===== config.mk =====
export PLATFORM = sky130hd
export DESIGN_NAME = flat_json_object_tokenizer_flat
export DESIGN_NICKNAME = d
export VERILOG_FILES = /design/src/hdl/fjt_pkg.sv /design/src/hdl/fjt_if.sv /design/src/hdl/fjt_front.sv /design/src/hdl/fjt_cmd_queue.sv /design/src/hdl/fjt_back.sv /design/src/hdl/flat_json_object_tokenizer.sv /design/src/flat_wrapper.sv
export SDC_FILE = /design/constraint.sdc
export NUM_CORES = 1
export LEC_CHECK = 0
export BUFFER_PORTS_ARGS = -buffer_cell sky130_fd_sc_hd__buf_2
export CORE_UTILIZATION = 35
export CTS_CLUSTER_SIZE = 14
export DETAILED_ROUTE_END_ITERATION = 6
export PLACE_DENSITY = 0.49
export SETUP_SLACK_MARGIN = 0.02
export SLEW_MARGIN = 10
export SYNTH_ARGS = -nofsm -noshare
export SYNTH_HDL_FRONTEND = slang
export SYNTH_SLANG_ARGS = --single-unit

===== constraint.sdc =====
create_clock -name i_clk -period 5.4 [get_ports i_clk]
set_input_delay 0.54 -clock i_clk [delete_from_list [all_inputs] [get_ports i_clk]]
set_output_delay 0.54 -clock i_clk [all_outputs]
set_load 0.05 [all_outputs]

===== src/hdl/fjt_pkg.sv =====
`default_nettype none
// ----------------------------------------------------------------------------
// fjt_pkg
// shared types, character codes and command format of the flat object
// tokenizer
// ----------------------------------------------------------------------------
package fjt_pkg;

    // result kinds
    typedef logic [1:0] t_kind;
    localparam t_kind K_KEY    = 2'd0;
    localparam t_kind K_VALUE  = 2'd1;
    localparam t_kind K_PAIR   = 2'd2;
    localparam t_kind K_FINISH = 2'd3;

    // finish status codes
    typedef logic [1:0] t_status;
    localparam t_status ST_CLOSED   = 2'd0;
    localparam t_status ST_NO_BRACE = 2'd1;
    localparam t_status ST_SYNTAX   = 2'd2;
    localparam t_status ST_TRUNC    = 2'd3;

    // character codes
    localparam logic [7:0] CH_LBRACE = 8'h7B;
    localparam logic [7:0] CH_RBRACE = 8'h7D;
    localparam logic [7:0] CH_COLON  = 8'h3A;
    localparam logic [7:0] CH_COMMA  = 8'h2C;
    localparam logic [7:0] CH_QUOTE  = 8'h22;
    localparam logic [7:0] CH_BSLASH = 8'h5C;
    localparam logic [7:0] CH_N      = 8'h6E;
    localparam logic [7:0] CH_T      = 8'h74;
    localparam logic [7:0] CH_LF     = 8'h0A;
    localparam logic [7:0] CH_TAB    = 8'h09;
    localparam logic [7:0] CH_SPACE  = 8'h20;

    // command queue geometry (power of two, pointers wrap naturally)
    localparam int Q_DEPTH = 4;
    localparam int Q_AW    = 2;
    localparam int Q_CW    = Q_AW + 1;

    typedef enum logic [3:0] {
        PH_START,
        PH_KEY_OR_CLOSE,
        PH_AFTER_VALUE,
        PH_KEY_STR,
        PH_AFTER_KEY,
        PH_VALUE_START,
        PH_VALUE_STR,
        PH_VALUE_PRIM,
        PH_DRAIN
    } t_phase;

    // one classified byte, as handed from front to back
    typedef struct packed {
        logic       push;      // hold a blank, releasing the oldest if full
        logic       flush;     // release held blanks before the byte
        logic       trunc;     // flush at a truncated end, oldest may drop
        logic       has_byte;
        t_kind      byte_kind;
        logic [7:0] data;
        logic       pair;
        logic       fin;
        t_status    status;
    } t_cmd;

    function automatic logic f_is_blank(input logic [7:0] b);
        return b inside {[8'd9:8'd13], CH_SPACE};
    endfunction

endpackage
`default_nettype wire


===== src/hdl/fjt_if.sv =====
`default_nettype none
// ----------------------------------------------------------------------------
// fjt interfaces
// valid/ready channels for body bytes and for tokenizer results
// ----------------------------------------------------------------------------
interface fjt_byte_if;
    logic       valid;
    logic       ready;
    logic [7:0] text_byte;
    logic       body_end;

    modport source (output valid, output text_byte, output body_end, input ready);
    modport sink   (input valid, input text_byte, input body_end, output ready);
endinterface

interface fjt_token_if;
    logic       valid;
    logic       ready;
    logic [1:0] kind;
    logic [7:0] out_byte;
    logic [1:0] finish_status;
    logic       run_last;

    modport source (output valid, output kind, output out_byte, output finish_status,
                    output run_last, input ready);
    modport sink   (input valid, input kind, input out_byte, input finish_status,
                    input run_last, output ready);
endinterface
`default_nettype wire


===== src/hdl/fjt_front.sv =====
`default_nettype none
// ----------------------------------------------------------------------------
// fjt_front
// accepts body bytes, tracks the parse phase and classifies each byte into
// a command for the back end
// ----------------------------------------------------------------------------
module fjt_front (
    input  logic          i_clk,
    input  logic          i_rst_n,
    fjt_byte_if.sink      i_text,
    input  logic          i_q_full,
    output logic          o_cmd_valid,
    output fjt_pkg::t_cmd o_cmd
);
    import fjt_pkg::*;

    t_phase     r_phase, n_phase, w_case_phase;
    logic       r_esc, n_esc, w_case_esc;
    logic [7:0] w_b;
    logic       w_end;
    logic       w_blank;
    logic       w_accept;
    logic [7:0] w_dec;
    t_cmd       w_cmd;

    // unquoted value byte
    function automatic t_cmd f_prim(input logic [7:0] b, input logic last_byte);
        t_cmd c;
        c      = '0;
        c.data = b;
        if (b == CH_COMMA) begin
            c.pair = 1'b1;
        end else if (b == CH_RBRACE) begin
            c.pair   = 1'b1;
            c.fin    = 1'b1;
            c.status = ST_CLOSED;
        end else if (f_is_blank(b)) begin
            c.push = !last_byte;
        end else begin
            c.flush     = 1'b1;
            c.trunc     = last_byte;
            c.has_byte  = 1'b1;
            c.byte_kind = K_VALUE;
        end
        return c;
    endfunction

    assign i_text.ready = !i_q_full;
    assign w_accept     = i_text.valid && !i_q_full;
    assign w_b          = i_text.text_byte;
    assign w_end        = i_text.body_end;
    assign w_blank      = f_is_blank(w_b);
    assign w_dec        = (w_b == CH_N) ? CH_LF : ((w_b == CH_T) ? CH_TAB : w_b);

    // next state
    always_comb begin
        w_case_phase = r_phase;
        w_case_esc   = r_esc;
        case (r_phase)
            PH_START: begin
                if (w_b == CH_LBRACE) begin
                    w_case_phase = PH_KEY_OR_CLOSE;
                end else if (!w_blank) begin
                    w_case_phase = PH_DRAIN;
                end
            end
            PH_AFTER_VALUE, PH_KEY_OR_CLOSE: begin
                if (r_phase == PH_AFTER_VALUE && w_b == CH_COMMA) begin
                    w_case_phase = PH_KEY_OR_CLOSE;
                end else if (!w_blank) begin
                    if (w_b == CH_QUOTE) begin
                        w_case_phase = PH_KEY_STR;
                    end else if (w_b == CH_COLON) begin
                        w_case_phase = PH_VALUE_START;
                    end else begin
                        w_case_phase = PH_DRAIN;
                    end
                end
            end
            PH_KEY_STR, PH_VALUE_STR: begin
                if (r_esc) begin
                    w_case_esc = 1'b0;
                end else if (w_b == CH_QUOTE) begin
                    w_case_phase = (r_phase == PH_KEY_STR) ? PH_AFTER_KEY : PH_AFTER_VALUE;
                end else if (w_b == CH_BSLASH && !w_end) begin
                    w_case_esc = 1'b1;
                end
            end
            PH_AFTER_KEY: begin
                if (w_b == CH_COLON) begin
                    w_case_phase = PH_VALUE_START;
                end else if (!w_blank) begin
                    w_case_phase = PH_DRAIN;
                end
            end
            PH_VALUE_START, PH_VALUE_PRIM: begin
                if (r_phase == PH_VALUE_START && w_b == CH_QUOTE) begin
                    w_case_phase = PH_VALUE_STR;
                end else if (w_b == CH_COMMA) begin
                    w_case_phase = PH_KEY_OR_CLOSE;
                end else if (w_b == CH_RBRACE) begin
                    w_case_phase = PH_DRAIN;
                end else if (!w_blank) begin
                    w_case_phase = PH_VALUE_PRIM;
                end
            end
            default: begin
                w_case_phase = PH_DRAIN;
            end
        endcase
        n_phase = w_end ? PH_START : w_case_phase;
        n_esc   = w_end ? 1'b0 : w_case_esc;
    end

    // command for the back end
    always_comb begin
        w_cmd      = '0;
        w_cmd.data = w_b;
        case (r_phase)
            PH_START: begin
                if (w_b != CH_LBRACE && !w_blank) begin
                    w_cmd.fin    = 1'b1;
                    w_cmd.status = ST_NO_BRACE;
                end
            end
            PH_AFTER_VALUE, PH_KEY_OR_CLOSE: begin
                if (!(r_phase == PH_AFTER_VALUE && w_b == CH_COMMA) && !w_blank) begin
                    if (w_b == CH_RBRACE) begin
                        w_cmd.fin    = 1'b1;
                        w_cmd.status = ST_CLOSED;
                    end else if (w_b != CH_QUOTE && w_b != CH_COLON) begin
                        w_cmd.fin    = 1'b1;
                        w_cmd.status = ST_SYNTAX;
                    end
                end
            end
            PH_KEY_STR, PH_VALUE_STR: begin
                w_cmd.byte_kind = (r_phase == PH_KEY_STR) ? K_KEY : K_VALUE;
                if (r_esc) begin
                    w_cmd.has_byte = 1'b1;
                    w_cmd.data     = w_dec;
                end else if (w_b == CH_QUOTE) begin
                    w_cmd.pair = (r_phase == PH_VALUE_STR);
                end else if (w_b == CH_BSLASH) begin
                    w_cmd.has_byte = w_end;
                end else begin
                    w_cmd.has_byte = 1'b1;
                end
            end
            PH_AFTER_KEY: begin
                if (w_b != CH_COLON && !w_blank) begin
                    w_cmd.fin    = 1'b1;
                    w_cmd.status = ST_SYNTAX;
                end
            end
            PH_VALUE_START: begin
                if (w_b != CH_QUOTE && !w_blank) begin
                    w_cmd = f_prim(w_b, w_end);
                end
            end
            PH_VALUE_PRIM: begin
                w_cmd = f_prim(w_b, w_end);
            end
            default: begin
                w_cmd.fin = 1'b0;
            end
        endcase
        // end of body
        if (w_end) begin
            if (w_case_phase == PH_START) begin
                w_cmd.fin    = 1'b1;
                w_cmd.status = ST_NO_BRACE;
            end else if (w_case_phase == PH_VALUE_START || w_case_phase == PH_VALUE_STR ||
                         w_case_phase == PH_VALUE_PRIM) begin
                w_cmd.pair   = 1'b1;
                w_cmd.fin    = 1'b1;
                w_cmd.status = ST_TRUNC;
            end else if (w_case_phase != PH_DRAIN) begin
                w_cmd.fin    = 1'b1;
                w_cmd.status = ST_TRUNC;
            end
        end
    end

    assign o_cmd       = w_cmd;
    assign o_cmd_valid = w_accept && (w_cmd.push || w_cmd.has_byte || w_cmd.pair || w_cmd.fin);

    always_ff @(posedge i_clk) begin
        if (!i_rst_n) begin
            r_phase <= PH_START;
            r_esc   <= 1'b0;
        end else if (w_accept) begin
            r_phase <= n_phase;
            r_esc   <= n_esc;
        end
    end

    a_end_restarts: assert property (@(posedge i_clk) disable iff (!i_rst_n)
        w_accept && w_end |=> r_phase == PH_START && !r_esc)
        else $error("body end did not return to start");

endmodule
`default_nettype wire


===== src/hdl/fjt_cmd_queue.sv =====
`default_nettype none
// ----------------------------------------------------------------------------
// fjt_cmd_queue
// short command queue between the front and the back end
// ----------------------------------------------------------------------------
module fjt_cmd_queue (
    input  logic          i_clk,
    input  logic          i_rst_n,
    input  logic          i_push,
    input  fjt_pkg::t_cmd i_cmd,
    output logic          o_full,
    input  logic          i_pop,
    output logic          o_valid,
    output fjt_pkg::t_cmd o_cmd
);
    import fjt_pkg::*;

    t_cmd            r_slot [Q_DEPTH];
    logic [Q_AW-1:0] r_wp, r_rp;
    logic [Q_CW-1:0] r_cnt;

    assign o_full  = (r_cnt == Q_CW'(Q_DEPTH));
    assign o_valid = (r_cnt != '0);
    assign o_cmd   = r_slot[r_rp];

    always_ff @(posedge i_clk) begin
        if (!i_rst_n) begin
            r_wp  <= '0;
            r_rp  <= '0;
            r_cnt <= '0;
        end else begin
            if (i_push) begin
                r_wp <= r_wp + 1'b1;
            end
            if (i_pop) begin
                r_rp <= r_rp + 1'b1;
            end
            r_cnt <= r_cnt + Q_CW'(i_push) - Q_CW'(i_pop);
        end
    end

    always_ff @(posedge i_clk) begin
        if (i_push) begin
            r_slot[r_wp] <= i_cmd;
        end
    end

endmodule
`default_nettype wire


===== src/hdl/fjt_back.sv =====
`default_nettype none
// ----------------------------------------------------------------------------
// fjt_back
// carries out queued commands: holds trailing blanks, releases them and
// issues one result per unstalled cycle through a registered output stage
// ----------------------------------------------------------------------------
module fjt_back #(
    parameter int HOLD_DEPTH = 16
) (
    input  logic          i_clk,
    input  logic          i_rst_n,
    input  logic          i_cmd_valid,
    input  fjt_pkg::t_cmd i_cmd,
    output logic          o_pop,
    fjt_token_if.source   o_token
);
    import fjt_pkg::*;

    localparam int CW    = $clog2(HOLD_DEPTH + 1);
    localparam int PW    = (HOLD_DEPTH > 1) ? $clog2(HOLD_DEPTH) : 1;
    localparam int SW    = CW + 1;
    localparam int LIMIT = (HOLD_DEPTH + 1 > 3) ? HOLD_DEPTH + 1 : 3;
    localparam int KEEP  = LIMIT - 3;

    localparam logic [CW-1:0] KEEP_C   = CW'(KEEP);
    localparam logic [CW-1:0] DEPTH_C  = CW'(HOLD_DEPTH);
    localparam logic [SW-1:0] DEPTH_S  = SW'(HOLD_DEPTH);
    localparam logic [PW-1:0] LAST_IDX = PW'(HOLD_DEPTH - 1);

    // hold store, circular
    logic [7:0]    r_hold [HOLD_DEPTH];
    logic [7:0]    r_rd_data;
    logic [PW-1:0] r_head, n_head;
    logic [CW-1:0] r_count, n_count;

    // progress through the current command
    logic          r_started, n_started;
    logic [CW-1:0] r_left, n_left;
    logic [PW-1:0] r_ptr, n_ptr;
    logic          r_byte_done, n_byte_done;
    logic          r_pair_done, n_pair_done;

    // output stage
    logic          r_o_valid;
    t_kind         r_o_kind;
    logic [7:0]    r_o_byte;
    logic          r_o_mem;
    t_status       r_o_status;
    logic          r_o_last;

    logic          w_adv, w_go, w_full;
    logic [PW-1:0] w_tail, w_start, w_eff_ptr, w_rd_addr;
    logic [CW-1:0] w_keep, w_eff_left;
    logic          w_emit, w_from_mem, w_last, w_done, w_wr;
    t_kind         w_kind;
    logic [7:0]    w_byte;
    t_status       w_status;

    function automatic logic [PW-1:0] f_wrap(input logic [SW-1:0] s);
        return (s >= DEPTH_S) ? PW'(s - DEPTH_S) : PW'(s);
    endfunction

    function automatic logic [PW-1:0] f_inc(input logic [PW-1:0] p);
        return (p == LAST_IDX) ? '0 : p + 1'b1;
    endfunction

    assign w_adv      = !r_o_valid || o_token.ready;
    assign w_go       = w_adv && i_cmd_valid;
    assign w_full     = (r_count == DEPTH_C);
    assign w_tail     = f_wrap(SW'(r_head) + SW'(r_count));
    // at a truncated end only the newest blanks are kept
    assign w_keep     = (i_cmd.trunc && r_count > KEEP_C) ? KEEP_C : r_count;
    assign w_start    = f_wrap(SW'(r_head) + SW'(r_count - w_keep));
    assign w_eff_left = r_started ? r_left : (i_cmd.flush ? w_keep : '0);
    assign w_eff_ptr  = r_started ? r_ptr : w_start;

    always_comb begin
        w_emit      = 1'b0;
        w_from_mem  = 1'b0;
        w_kind      = K_VALUE;
        w_byte      = '0;
        w_status    = ST_CLOSED;
        w_last      = 1'b0;
        w_done      = 1'b0;
        w_wr        = 1'b0;
        w_rd_addr   = w_eff_ptr;
        n_head      = r_head;
        n_count     = r_count;
        n_started   = r_started;
        n_left      = r_left;
        n_ptr       = r_ptr;
        n_byte_done = r_byte_done;
        n_pair_done = r_pair_done;
        if (i_cmd.push) begin
            w_emit     = w_full;
            w_from_mem = 1'b1;
            w_rd_addr  = r_head;
            w_last     = 1'b1;
            w_done     = 1'b1;
            w_wr       = 1'b1;
            if (w_full) begin
                n_head = f_inc(r_head);
            end else begin
                n_count = r_count + 1'b1;
            end
        end else begin
            n_started = 1'b1;
            n_left    = w_eff_left;
            n_ptr     = w_eff_ptr;
            if (w_eff_left != '0) begin
                w_emit     = 1'b1;
                w_from_mem = 1'b1;
                w_last     = (w_eff_left == CW'(1)) && !i_cmd.has_byte && !i_cmd.pair &&
                             !i_cmd.fin;
                w_done     = w_last;
                n_left     = w_eff_left - 1'b1;
                n_ptr      = f_inc(w_eff_ptr);
            end else if (i_cmd.has_byte && !r_byte_done) begin
                w_emit      = 1'b1;
                w_kind      = i_cmd.byte_kind;
                w_byte      = i_cmd.data;
                w_last      = !i_cmd.pair && !i_cmd.fin;
                w_done      = w_last;
                n_byte_done = 1'b1;
            end else if (i_cmd.pair && !r_pair_done) begin
                w_emit      = 1'b1;
                w_kind      = K_PAIR;
                w_last      = !i_cmd.fin;
                w_done      = w_last;
                n_pair_done = 1'b1;
            end else begin
                w_emit   = i_cmd.fin;
                w_kind   = K_FINISH;
                w_status = i_cmd.status;
                w_last   = 1'b1;
                w_done   = 1'b1;
            end
        end
        if (w_done) begin
            n_started   = 1'b0;
            n_byte_done = 1'b0;
            n_pair_done = 1'b0;
            if (!i_cmd.push) begin
                n_head  = '0;
                n_count = '0;
            end
        end
    end

    assign o_pop = w_go && w_done;

    always_ff @(posedge i_clk) begin
        if (!i_rst_n) begin
            r_head      <= '0;
            r_count     <= '0;
            r_started   <= 1'b0;
            r_left      <= '0;
            r_ptr       <= '0;
            r_byte_done <= 1'b0;
            r_pair_done <= 1'b0;
        end else if (w_go) begin
            r_head      <= n_head;
            r_count     <= n_count;
            r_started   <= n_started;
            r_left      <= n_left;
            r_ptr       <= n_ptr;
            r_byte_done <= n_byte_done;
            r_pair_done <= n_pair_done;
        end
    end

    // read before write when full: the released byte is the old one
    always_ff @(posedge i_clk) begin
        if (w_go && w_wr) begin
            r_hold[w_tail] <= i_cmd.data;
        end
        if (w_go && w_emit && w_from_mem) begin
            r_rd_data <= r_hold[w_rd_addr];
        end
    end

    always_ff @(posedge i_clk) begin
        if (!i_rst_n) begin
            r_o_valid <= 1'b0;
        end else if (w_adv) begin
            r_o_valid <= w_go && w_emit;
        end
    end

    always_ff @(posedge i_clk) begin
        if (w_adv) begin
            r_o_kind   <= w_kind;
            r_o_byte   <= w_byte;
            r_o_mem    <= w_from_mem;
            r_o_status <= w_status;
            r_o_last   <= w_last;
        end
    end

    assign o_token.valid         = r_o_valid;
    assign o_token.kind          = r_o_kind;
    assign o_token.out_byte      = r_o_mem ? r_rd_data : r_o_byte;
    assign o_token.finish_status = r_o_status;
    assign o_token.run_last      = r_o_last;

    a_finish_last: assert property (@(posedge i_clk) disable iff (!i_rst_n)
        r_o_valid && r_o_kind == K_FINISH |-> r_o_last)
        else $error("finish result not marked last");

    a_clear_held: assert property (@(posedge i_clk) disable iff (!i_rst_n)
        o_pop && !i_cmd.push |=> r_count == '0)
        else $error("held blanks survive the end of a value");

    a_full_stays: assert property (@(posedge i_clk) disable iff (!i_rst_n)
        w_go && i_cmd.push && w_full |=> r_count == DEPTH_C)
        else $error("hold store lost its fill on release");

endmodule
`default_nettype wire


===== src/hdl/flat_json_object_tokenizer.sv =====
`default_nettype none
// ----------------------------------------------------------------------------
// flat_json_object_tokenizer
// tokenises a one-level object body into key bytes, value bytes, pair marks
// and a finish status
// ----------------------------------------------------------------------------
//  channel   dir  modport  payload
//  i_text    in   sink     text_byte[7:0], body_end
//  o_token   out  source   kind[1:0], out_byte[7:0], finish_status[1:0], run_last
//
//  a byte transfer is taken in any cycle the four-entry command queue has room
//  the back end gives one result per cycle unless the output stalls; a flush
//  releases one result per held blank, so a byte may yield up to HOLD_DEPTH + 1
//  results; a blank that only enters the hold store yields no result
//  reset is synchronous, active low; the hold store is not cleared (no pass)
//  output stalls back up through the registered output stage into the queue
// ----------------------------------------------------------------------------
module flat_json_object_tokenizer #(
    parameter int HOLD_DEPTH = 16
) (
    input  logic        i_clk,
    input  logic        i_rst_n,
    fjt_byte_if.sink    i_text,
    fjt_token_if.source o_token
);
    import fjt_pkg::*;

    // front to queue
    logic w_cmd_push;
    t_cmd w_cmd_in;
    logic w_q_full;

    // queue to back
    logic w_cmd_valid;
    t_cmd w_cmd_head;
    logic w_cmd_pop;

    // phase tracking and byte classification
    fjt_front u_front (
        .i_clk       (i_clk),
        .i_rst_n     (i_rst_n),
        .i_text      (i_text),
        .i_q_full    (w_q_full),
        .o_cmd_valid (w_cmd_push),
        .o_cmd       (w_cmd_in)
    );

    // decouples the byte stream from result bursts
    fjt_cmd_queue u_queue (
        .i_clk   (i_clk),
        .i_rst_n (i_rst_n),
        .i_push  (w_cmd_push),
        .i_cmd   (w_cmd_in),
        .o_full  (w_q_full),
        .i_pop   (w_cmd_pop),
        .o_valid (w_cmd_valid),
        .o_cmd   (w_cmd_head)
    );

    // hold store and result sequencing
    fjt_back #(
        .HOLD_DEPTH (HOLD_DEPTH)
    ) u_back (
        .i_clk       (i_clk),
        .i_rst_n     (i_rst_n),
        .i_cmd_valid (w_cmd_valid),
        .i_cmd       (w_cmd_head),
        .o_pop       (w_cmd_pop),
        .o_token     (o_token)
    );

endmodule
`default_nettype wire

===== src/flat_wrapper.sv =====
// flat-port wrapper written by rule: the top's interface ports become plain ports
module flat_json_object_tokenizer_flat import fjt_pkg::*;
#(
    parameter int HOLD_DEPTH = 16
)
  (i_clk, i_rst_n, i_text_valid, i_text_text_byte, i_text_body_end, i_text_ready, o_token_valid, o_token_kind, o_token_out_byte, o_token_finish_status, o_token_run_last, o_token_ready);
  fjt_byte_if i_text_i ();
  fjt_token_if o_token_i ();
  input  logic i_clk;
  input  logic i_rst_n;
  input wire logic [$bits(i_text_i.valid)-1:0] i_text_valid;
  input wire logic [$bits(i_text_i.text_byte)-1:0] i_text_text_byte;
  input wire logic [$bits(i_text_i.body_end)-1:0] i_text_body_end;
  output wire logic [$bits(i_text_i.ready)-1:0] i_text_ready;
  output wire logic [$bits(o_token_i.valid)-1:0] o_token_valid;
  output wire logic [$bits(o_token_i.kind)-1:0] o_token_kind;
  output wire logic [$bits(o_token_i.out_byte)-1:0] o_token_out_byte;
  output wire logic [$bits(o_token_i.finish_status)-1:0] o_token_finish_status;
  output wire logic [$bits(o_token_i.run_last)-1:0] o_token_run_last;
  input wire logic [$bits(o_token_i.ready)-1:0] o_token_ready;
  assign i_text_i.valid = i_text_valid;
  assign i_text_i.text_byte = i_text_text_byte;
  assign i_text_i.body_end = i_text_body_end;
  assign i_text_ready = i_text_i.ready;
  assign o_token_valid = o_token_i.valid;
  assign o_token_kind = o_token_i.kind;
  assign o_token_out_byte = o_token_i.out_byte;
  assign o_token_finish_status = o_token_i.finish_status;
  assign o_token_run_last = o_token_i.run_last;
  assign o_token_i.ready = o_token_ready;
  flat_json_object_tokenizer #(.HOLD_DEPTH(HOLD_DEPTH)) u_core (.i_clk(i_clk), .i_rst_n(i_rst_n), .i_text(i_text_i), .o_token(o_token_i));
endmodule

=== Word-level counts from Yosys, hierarchy flattened ===
Memories as Yosys holds them, arrays and structs flattened. A register that Yosys moved wholly into a read port is not among the register bits.
Cells that the tools add are included.

* Register bits: 48
* Bits in writable memories: 200
* Input port bits: 13
* Output and inout port bits: 15
* Word-level logic and storage cells: 232
* Memories kept: 2

{| class="wikitable"
|+ Memory list
! name !! words !! bits a word !! read ports !! clocked after Yosys merged registers in !! wr ports !! line !! RTL
|-
| u_core.u_back.r_hold || 16 || 8 || 1 || 1 || 1 || fjt_back.sv:31 || <nowiki>logic [7:0] r_hold [HOLD_DEPTH];</nowiki>
|-
| u_core.u_queue.r_slot || 4 || 18 || 1 || 1 || 1 || fjt_cmd_queue.sv:18 || <nowiki>t_cmd r_slot [Q_DEPTH];</nowiki>
|}

* $add $sub $neg: 13
* Magnitude comparators: 5
* Eq/ne operators: 31
* Mux-type cells: 103
* Bitwise gates (word level): 2
* Reduce and logical (&&, ||, !) cells: 58

{| class="wikitable"
|+ Operator list
! operator !! number
|-
| $mux 4 || 27
|-
| $mux 5 || 9
|-
| $mux 1 || 42
|-
| $eq 8x7->1 const B || 5
|-
| $pmux 12 s3 || 1
|-
| $eq 8x6->1 const B || 4
|-
| $mux 8 || 4
|-
| $mux 3 || 10
|-
| $eq 4x3->1 const B || 7
|-
| $logic_and 1x1->1 || 23
|-
| $pmux 4 s5 || 1
|-
| $mux 18 || 1
|-
| $ne 8x6->1 const B || 2
|-
| $ge 6x5->1 const B || 2
|-
| $mux 6 || 2
|-
| $logic_not 1->1 || 10
|-
| $pmux 2 s5 || 1
|-
| $add 4x1->4 const B || 2
|-
| $eq 4x2->1 const B || 2
|-
| $eq 4x4->1 const B || 2
|-
| $ge 8x4->1 const B || 1
|-
| $le 8x4->1 const B || 1
|-
| $logic_not 4->1 || 2
|-
| $ne 8x7->1 const B || 1
|-
| other kinds (31) || 50
|}

=== Depth between registers and ports, before layout ===
* Word-level depth: 19
* Gate-level depth with buffers: 23
* Gate-level depth less buffers: 23

=== Cells and area by module ===
From an unflattened synthesis, not the netlist that was laid out.

* Cell total of the unflattened synthesis: 921
* Area total of the unflattened synthesis: 11957.7 µm²

{| class="wikitable"
|+ Modules (own cells, without submodules)
! module !! times used !! cells each !! area each (µm²) !! sequential area each (µm²)
|-
| fjt_back || 1 || 632 || 7856.3 || 4944.7
|-
| fjt_cmd_queue || 1 || 137 || 3083.0 || 2342.2
|-
| fjt_front || 1 || 152 || 1018.5 || 100.1
|}

=== Least setup slack after synthesis ===
Ideal clock, no wire load.

* Path type: reg-to-reg
* Start: reg with a tool-made name
* End: reg u_core.u_back.r_rd_data[0], read port of u_core.u_back.r_hold (data pin)
* Setup time: 0.272 ns
* Arrival time: 4.249 ns
* Data required time: 5.128 ns
* Slack: 0.880 ns
* Stages on the path, launching flop included: 17
* Buffers on the path: 3
* Period minus slack after synthesis: 4.520 ns
* Path through: dfxtp_1 > buf_2 > mux4_2 > a21oi_1 > ha_1 > xor2_1 > ha_1 > a21o_1 > a21oi_1 > xnor3_1 > mux2_4 > mux2_4 > buf_6 > buf_6 > mux2i_1 > o22ai_1 > or4_1

{| class="wikitable"
|+ RTL lines
! element !! line !! RTL
|-
| to (decl) || fjt_back.sv:32 || <nowiki>logic [7:0] r_rd_data;</nowiki>
|}

=== Worst setup path after layout ===
* Start: reg u_core.u_back.r_count[1]
* End: reg u_core.u_queue.r_cnt[2]

* Cells in the longest elaborated chain, start to end: 13
* Elaborated cells on any way between the ends: 14
* Those cells by class: 1 x add/sub; 1 x order compare; 1 x eq/ne; 5 x mux; 6 x reduce/logical

{| class="wikitable"
|+ RTL lines
! element !! line !! RTL
|-
| from (decl) || fjt_back.sv:34 || <nowiki>logic [CW-1:0] r_count, n_count;</nowiki>
|-
| from (signal assigned) || fjt_back.sv:163 || <nowiki>r_count <= n_count;</nowiki>
|-
| $gt 5x4->1 || fjt_back.sv:72 || <nowiki>assign w_keep = (i_cmd.trunc && r_count > KEEP_C) ? KEEP_C : r_count;</nowiki>
|-
| $logic_and 1x1->1 || fjt_back.sv:72 ||
|-
| $mux 5 (*) || fjt_back.sv:72 ||
|-
| $mux 5 (*) (2 in series) || fjt_back.sv:74 || <nowiki>assign w_eff_left = r_started ? r_left : (i_cmd.flush ? w_keep : '0);</nowiki>
|-
| $eq 5x1->1 || fjt_back.sv:113 || <nowiki>w_last = (w_eff_left == CW'(1)) && !i_cmd.has_byte && !i_cmd.pair &&</nowiki>
|-
| $logic_and 1x1->1 (3 in series) || fjt_back.sv:113 ||
|-
| $mux 1 (*) || fjt_back.sv:110 || <nowiki>if (w_eff_left != '0) begin</nowiki>
|-
| $mux 1 (*) || -- ||
|-
| via u_core.u_back.w_done || fjt_back.sv:54 || <nowiki>logic w_emit, w_from_mem, w_last, w_done, w_wr;</nowiki>
|-
| $logic_and 1x1->1 (*) || fjt_back.sv:150 || <nowiki>assign o_pop = w_go && w_done;</nowiki>
|-
| via u_core.u_back.o_pop || fjt_back.sv:14 || <nowiki>output logic o_pop,</nowiki>
|-
| $sub 3x1->3 (*) || fjt_cmd_queue.sv:38 || <nowiki>r_cnt <= r_cnt + Q_CW'(i_push) - Q_CW'(i_pop);</nowiki>
|-
| to (signal assigned) || fjt_cmd_queue.sv:38 ||
|-
| to (decl) || fjt_cmd_queue.sv:20 || <nowiki>logic [Q_CW-1:0] r_cnt;</nowiki>
|}

Mark *: on every way through the listed nets, which the timed path passes. The rest lies on a longest branch.
A chain may end at the register's enable or synchronous reset.

==> flow_summary.json <==
{
  "status": "finished, final reports clean",
  "cp_data_arrival_time_ps": 5230,
  "drt_drc_violations_left": 0,
  "synth_seq_cells": 254,
  "layout_common_cells": "sky130_fd_sc_hd__edfxtp_1, sky130_fd_sc_hd__mux2i_1, sky130_fd_sc_hd__nand2_1, sky130_fd_sc_hd__nor2_1, sky130_fd_sc_hd__dfxtp_1",
  "via_total_after_detailed_routing": 7255,
  "post-synth-top-area-fraction": 0.556,
  "cts-hold-fix-buffers": 0,
  "total_standard_cell_area_after_synthesis_um2": 11800,
  "critical_path.startpoint_type": "flop",
  "final_critical_period_ps": 4800,
  "worst_clock_skew_ps": 24.7,
  "syn_area_per_cell_um2": 13.3,
  "period_share": 0.889,
  "grt_pass1_vias": 6912,
  "grt_max_degree": 56,
  "clock_path_buffers": 3,
  "antenna_found_initial": 0,
  "synth_enable_flop_cells": 218,
  "gp_congestion": 0.811,
  "clock-root-buffer": "sky130_fd_sc_hd__clkbuf_16",
  "setup_viol": 0,
  "maxClockFrequency_mhz": 208,
  "drtIter0Drc": 524,
  "first_pass_grt_wire_length_um": 42500,
  "num_antenna_cells": 0,
  "postSynthCellCount": 885,
  "antenna_left": 0,
  "min-delay-path-class": "input port to flop",
  "postCtsSetupRepairBufs": 0,
  "clkTransAtPathRegs_ps": 60,
  "totalNegativeSetupSlack_ps": 0,
  "portBuffers": 27,
  "post_route_cells_drive_above_1_share": 0.134,
  "tightest_slew_ps": 1190,
  "synth-seq-area-share": 0.617,
  "crit_path_end_kind": "flop",
  "die_w_um": 185,
  "total_clock_buffers_created_by_cts": 29,
  "area.growth.synth_to_final_pct": 12.8,
  "grtUsageTotal": 0.165,
  "hold_violations": 0,
  "rows": 66,
  "die_height_um": 185,
  "cts.htree.levels": 1,
  "report.final.slew_viol_count": 0,
  "post_cts_resized": 0,
  "worst-setup-path-type": "flop to flop",
  "floorplan.die_area_um2": 34400,
  "ys_top_cells_by_area": "sky130_fd_sc_hd__edfxtp_1, sky130_fd_sc_hd__dfxtp_1, sky130_fd_sc_hd__mux2i_1, sky130_fd_sc_hd__mux4_2, sky130_fd_sc_hd__ha_1",
  "cts_tree": "yes",
  "fin_util": 0.404,
  "timing.critical_path.fanout_max": 10,
  "total_leakage_power_nw": 4.50,
  "floorplan.initialDensity": 0.358,
  "yosysWarnings": 0,
  "global_route.overflow_total": 0,
  "dr.pass1.iters": 5,
  "postPlaceCellArea_um2": 12400,
  "fillers": 3120,
  "routed_wl_um": 28000,
  "ys_async_sr_fraction": 0,
  "maximum_resistive_drop_on_vdd_mv": 0.239,
  "dominantRegCellSynth": "sky130_fd_sc_hd__edfxtp_1",
  "via_per_inst": 5.26,
  "grt_setup_unrepaired": "false",
  "power_per_cell_area_nw_per_um2": 505,
  "critical_path_required_ps": 5830,
  "total_power_mw": 6.71,
  "mappedNetlistNets": 924,
  "clk-insertion-delay-late_ps": 540,
  "mostFrequentLayoutCell": "sky130_fd_sc_hd__edfxtp_1",
  "cts.sink_count": 254,
  "synth_cell_type_count": 72,
  "stdcell_area_um2": 13300,
  "wl_per_cell_um": 20.3,
  "post-dp-hpwl_um": 18500,
  "io_pins": 28,
  "cap_viol_max_count": 0,
  "timing.slew.headroom": 0.201,
  "finish.net_count": 956,
  "core-area_um2": 32900,
  "netlist.top_cell.by_area": "sky130_fd_sc_hd__edfxtp_1"
}
[stage by stage]
step                hold WS, ps  worst slack [ps]  cells
floorplan                   441               880    885
global placement            453               575   1328
detailed placement          470               621   1328
CTS                         267               596   1380
global route                293               148   1380
finish                      302               600   1380
[worst paths after layout]
check	from	endpoint	slack, ps	cells after the start
worst max register to register	u_core.u_back.r_count[1]$_SDFFE_PN0P_	u_core.u_queue.r_cnt[2]$_SDFF_PN0_	600	22
worst min register to register	u_core.u_back.r_ptr[1]$_SDFFE_PN0P_	u_core.u_back.r_ptr[1]$_SDFFE_PN0P_	470	2
worst max-delay path	u_core.u_back.r_count[1]$_SDFFE_PN0P_	u_core.u_queue.r_cnt[2]$_SDFF_PN0_	600	22
worst min-delay path	i_text_text_byte[7]	u_core.u_queue.r_slot[0][11]$_DFFE_PP_	300	1
[metal layers]
layer | up-vias | routed length, µm | global-route usage
met5 | - | 0 | 0
met3 | 32 | 1420 | 0.0229
met4 | 0 | 473 | 0.0377
met2 | 170 | 12800 | 0.263
met1 | 3559 | 13300 | 0.237
li1 | 3494 | - | -
[final cells by class]
| type | count | area [µm²] | share of cell area |
|---|---|---|---|
| sequential | 254 | 7270 | 0.547 |
| inverter | 25 | 93.8 | 0.00706 |
| multi-input combinational | 561 | 4210 | 0.317 |
| tap | 442 | 553 | 0.0416 |
| clock buffer | 35 | 758 | 0.0571 |
| timing repair buffer | 46 | 278 | 0.0209 |
| clock inverter | 17 | 123 | 0.00923 |
[worst max-delay path, stage by stage, from the launching register on]
cell,delay [ps]
sky130_fd_sc_hd__dfxtp_1,600
sky130_fd_sc_hd__ha_1,220
sky130_fd_sc_hd__and4b_1,180
sky130_fd_sc_hd__o21ai_0,200
sky130_fd_sc_hd__nand3_1,140
sky130_fd_sc_hd__o21ai_0,430
sky130_fd_sc_hd__inv_1,100
sky130_fd_sc_hd__ha_1,270
sky130_fd_sc_hd__inv_1,120
sky130_fd_sc_hd__a311oi_1,60
sky130_fd_sc_hd__or3_1,390
sky130_fd_sc_hd__nand4_1,130
sky130_fd_sc_hd__nand2_1,130
sky130_fd_sc_hd__nand2_1,210
sky130_fd_sc_hd__inv_1,160
sky130_fd_sc_hd__ha_1,310
sky130_fd_sc_hd__inv_1,60
sky130_fd_sc_hd__ha_1,130
sky130_fd_sc_hd__inv_1,50
sky130_fd_sc_hd__fa_1,400
sky130_fd_sc_hd__xnor2_1,150
sky130_fd_sc_hd__xnor2_1,120
sky130_fd_sc_hd__and2_1,150
[state kept, by name, summed over array words and instances, names as in the netlist, 3 cells and up, named ones only]
signal / cells
u_core.u_back.r_head: 4
u_core.u_back.r_count: 5
u_core.u_queue.r_slot: 68
u_core.u_back.r_left: 5
u_core.u_back.r_rd_data: 8
u_core.u_back.r_o_byte: 8
u_core.u_front.r_phase: 4
u_core.u_queue.r_cnt: 3
u_core.u_back.r_hold: 128
u_core.u_back.r_ptr: 4
[cells by family (layout without fill, tap and decap cells)]
| group | after synthesis | after routing | synth area share |
|---|---|---|---|
| other cells | 2 | 2 | 0.000638 |
| buf+inv | 70 | 123 | 0.0264 |
| mux | 99 | 99 | 0.103 |
| xor+xnor | 20 | 20 | 0.0160 |
| compound gates | 162 | 162 | 0.0919 |
| flops | 254 | 254 | 0.617 |
| simple gates | 252 | 252 | 0.116 |
| fa+ha+maj | 26 | 26 | 0.0295 |
[where the power goes]
group | total [mW] | leakage, nW | internal [mW] | switching [mW]
clock network | 1.82 | 0.431 | 1.05 | 0.770
registers | 2.69 | 2.31 | 2.54 | 0.152
logic | 2.20 | 1.75 | 0.753 | 1.45
[Yosys cell counts, drive strengths merged, types with 16 or more instances]
library cell  count
nor3             19
o21ai            30
a21oi            26
nand2            50
and2             17
clkbuf           31
mux4             16
ha               23
o22ai            30
edfxtp          218
nand3            17
dfxtp            36
a211oi           19
nor2b            20
mux2i            71
nor2             48
inv              24
No activity file was read; power rests on OpenSTA's default activity.
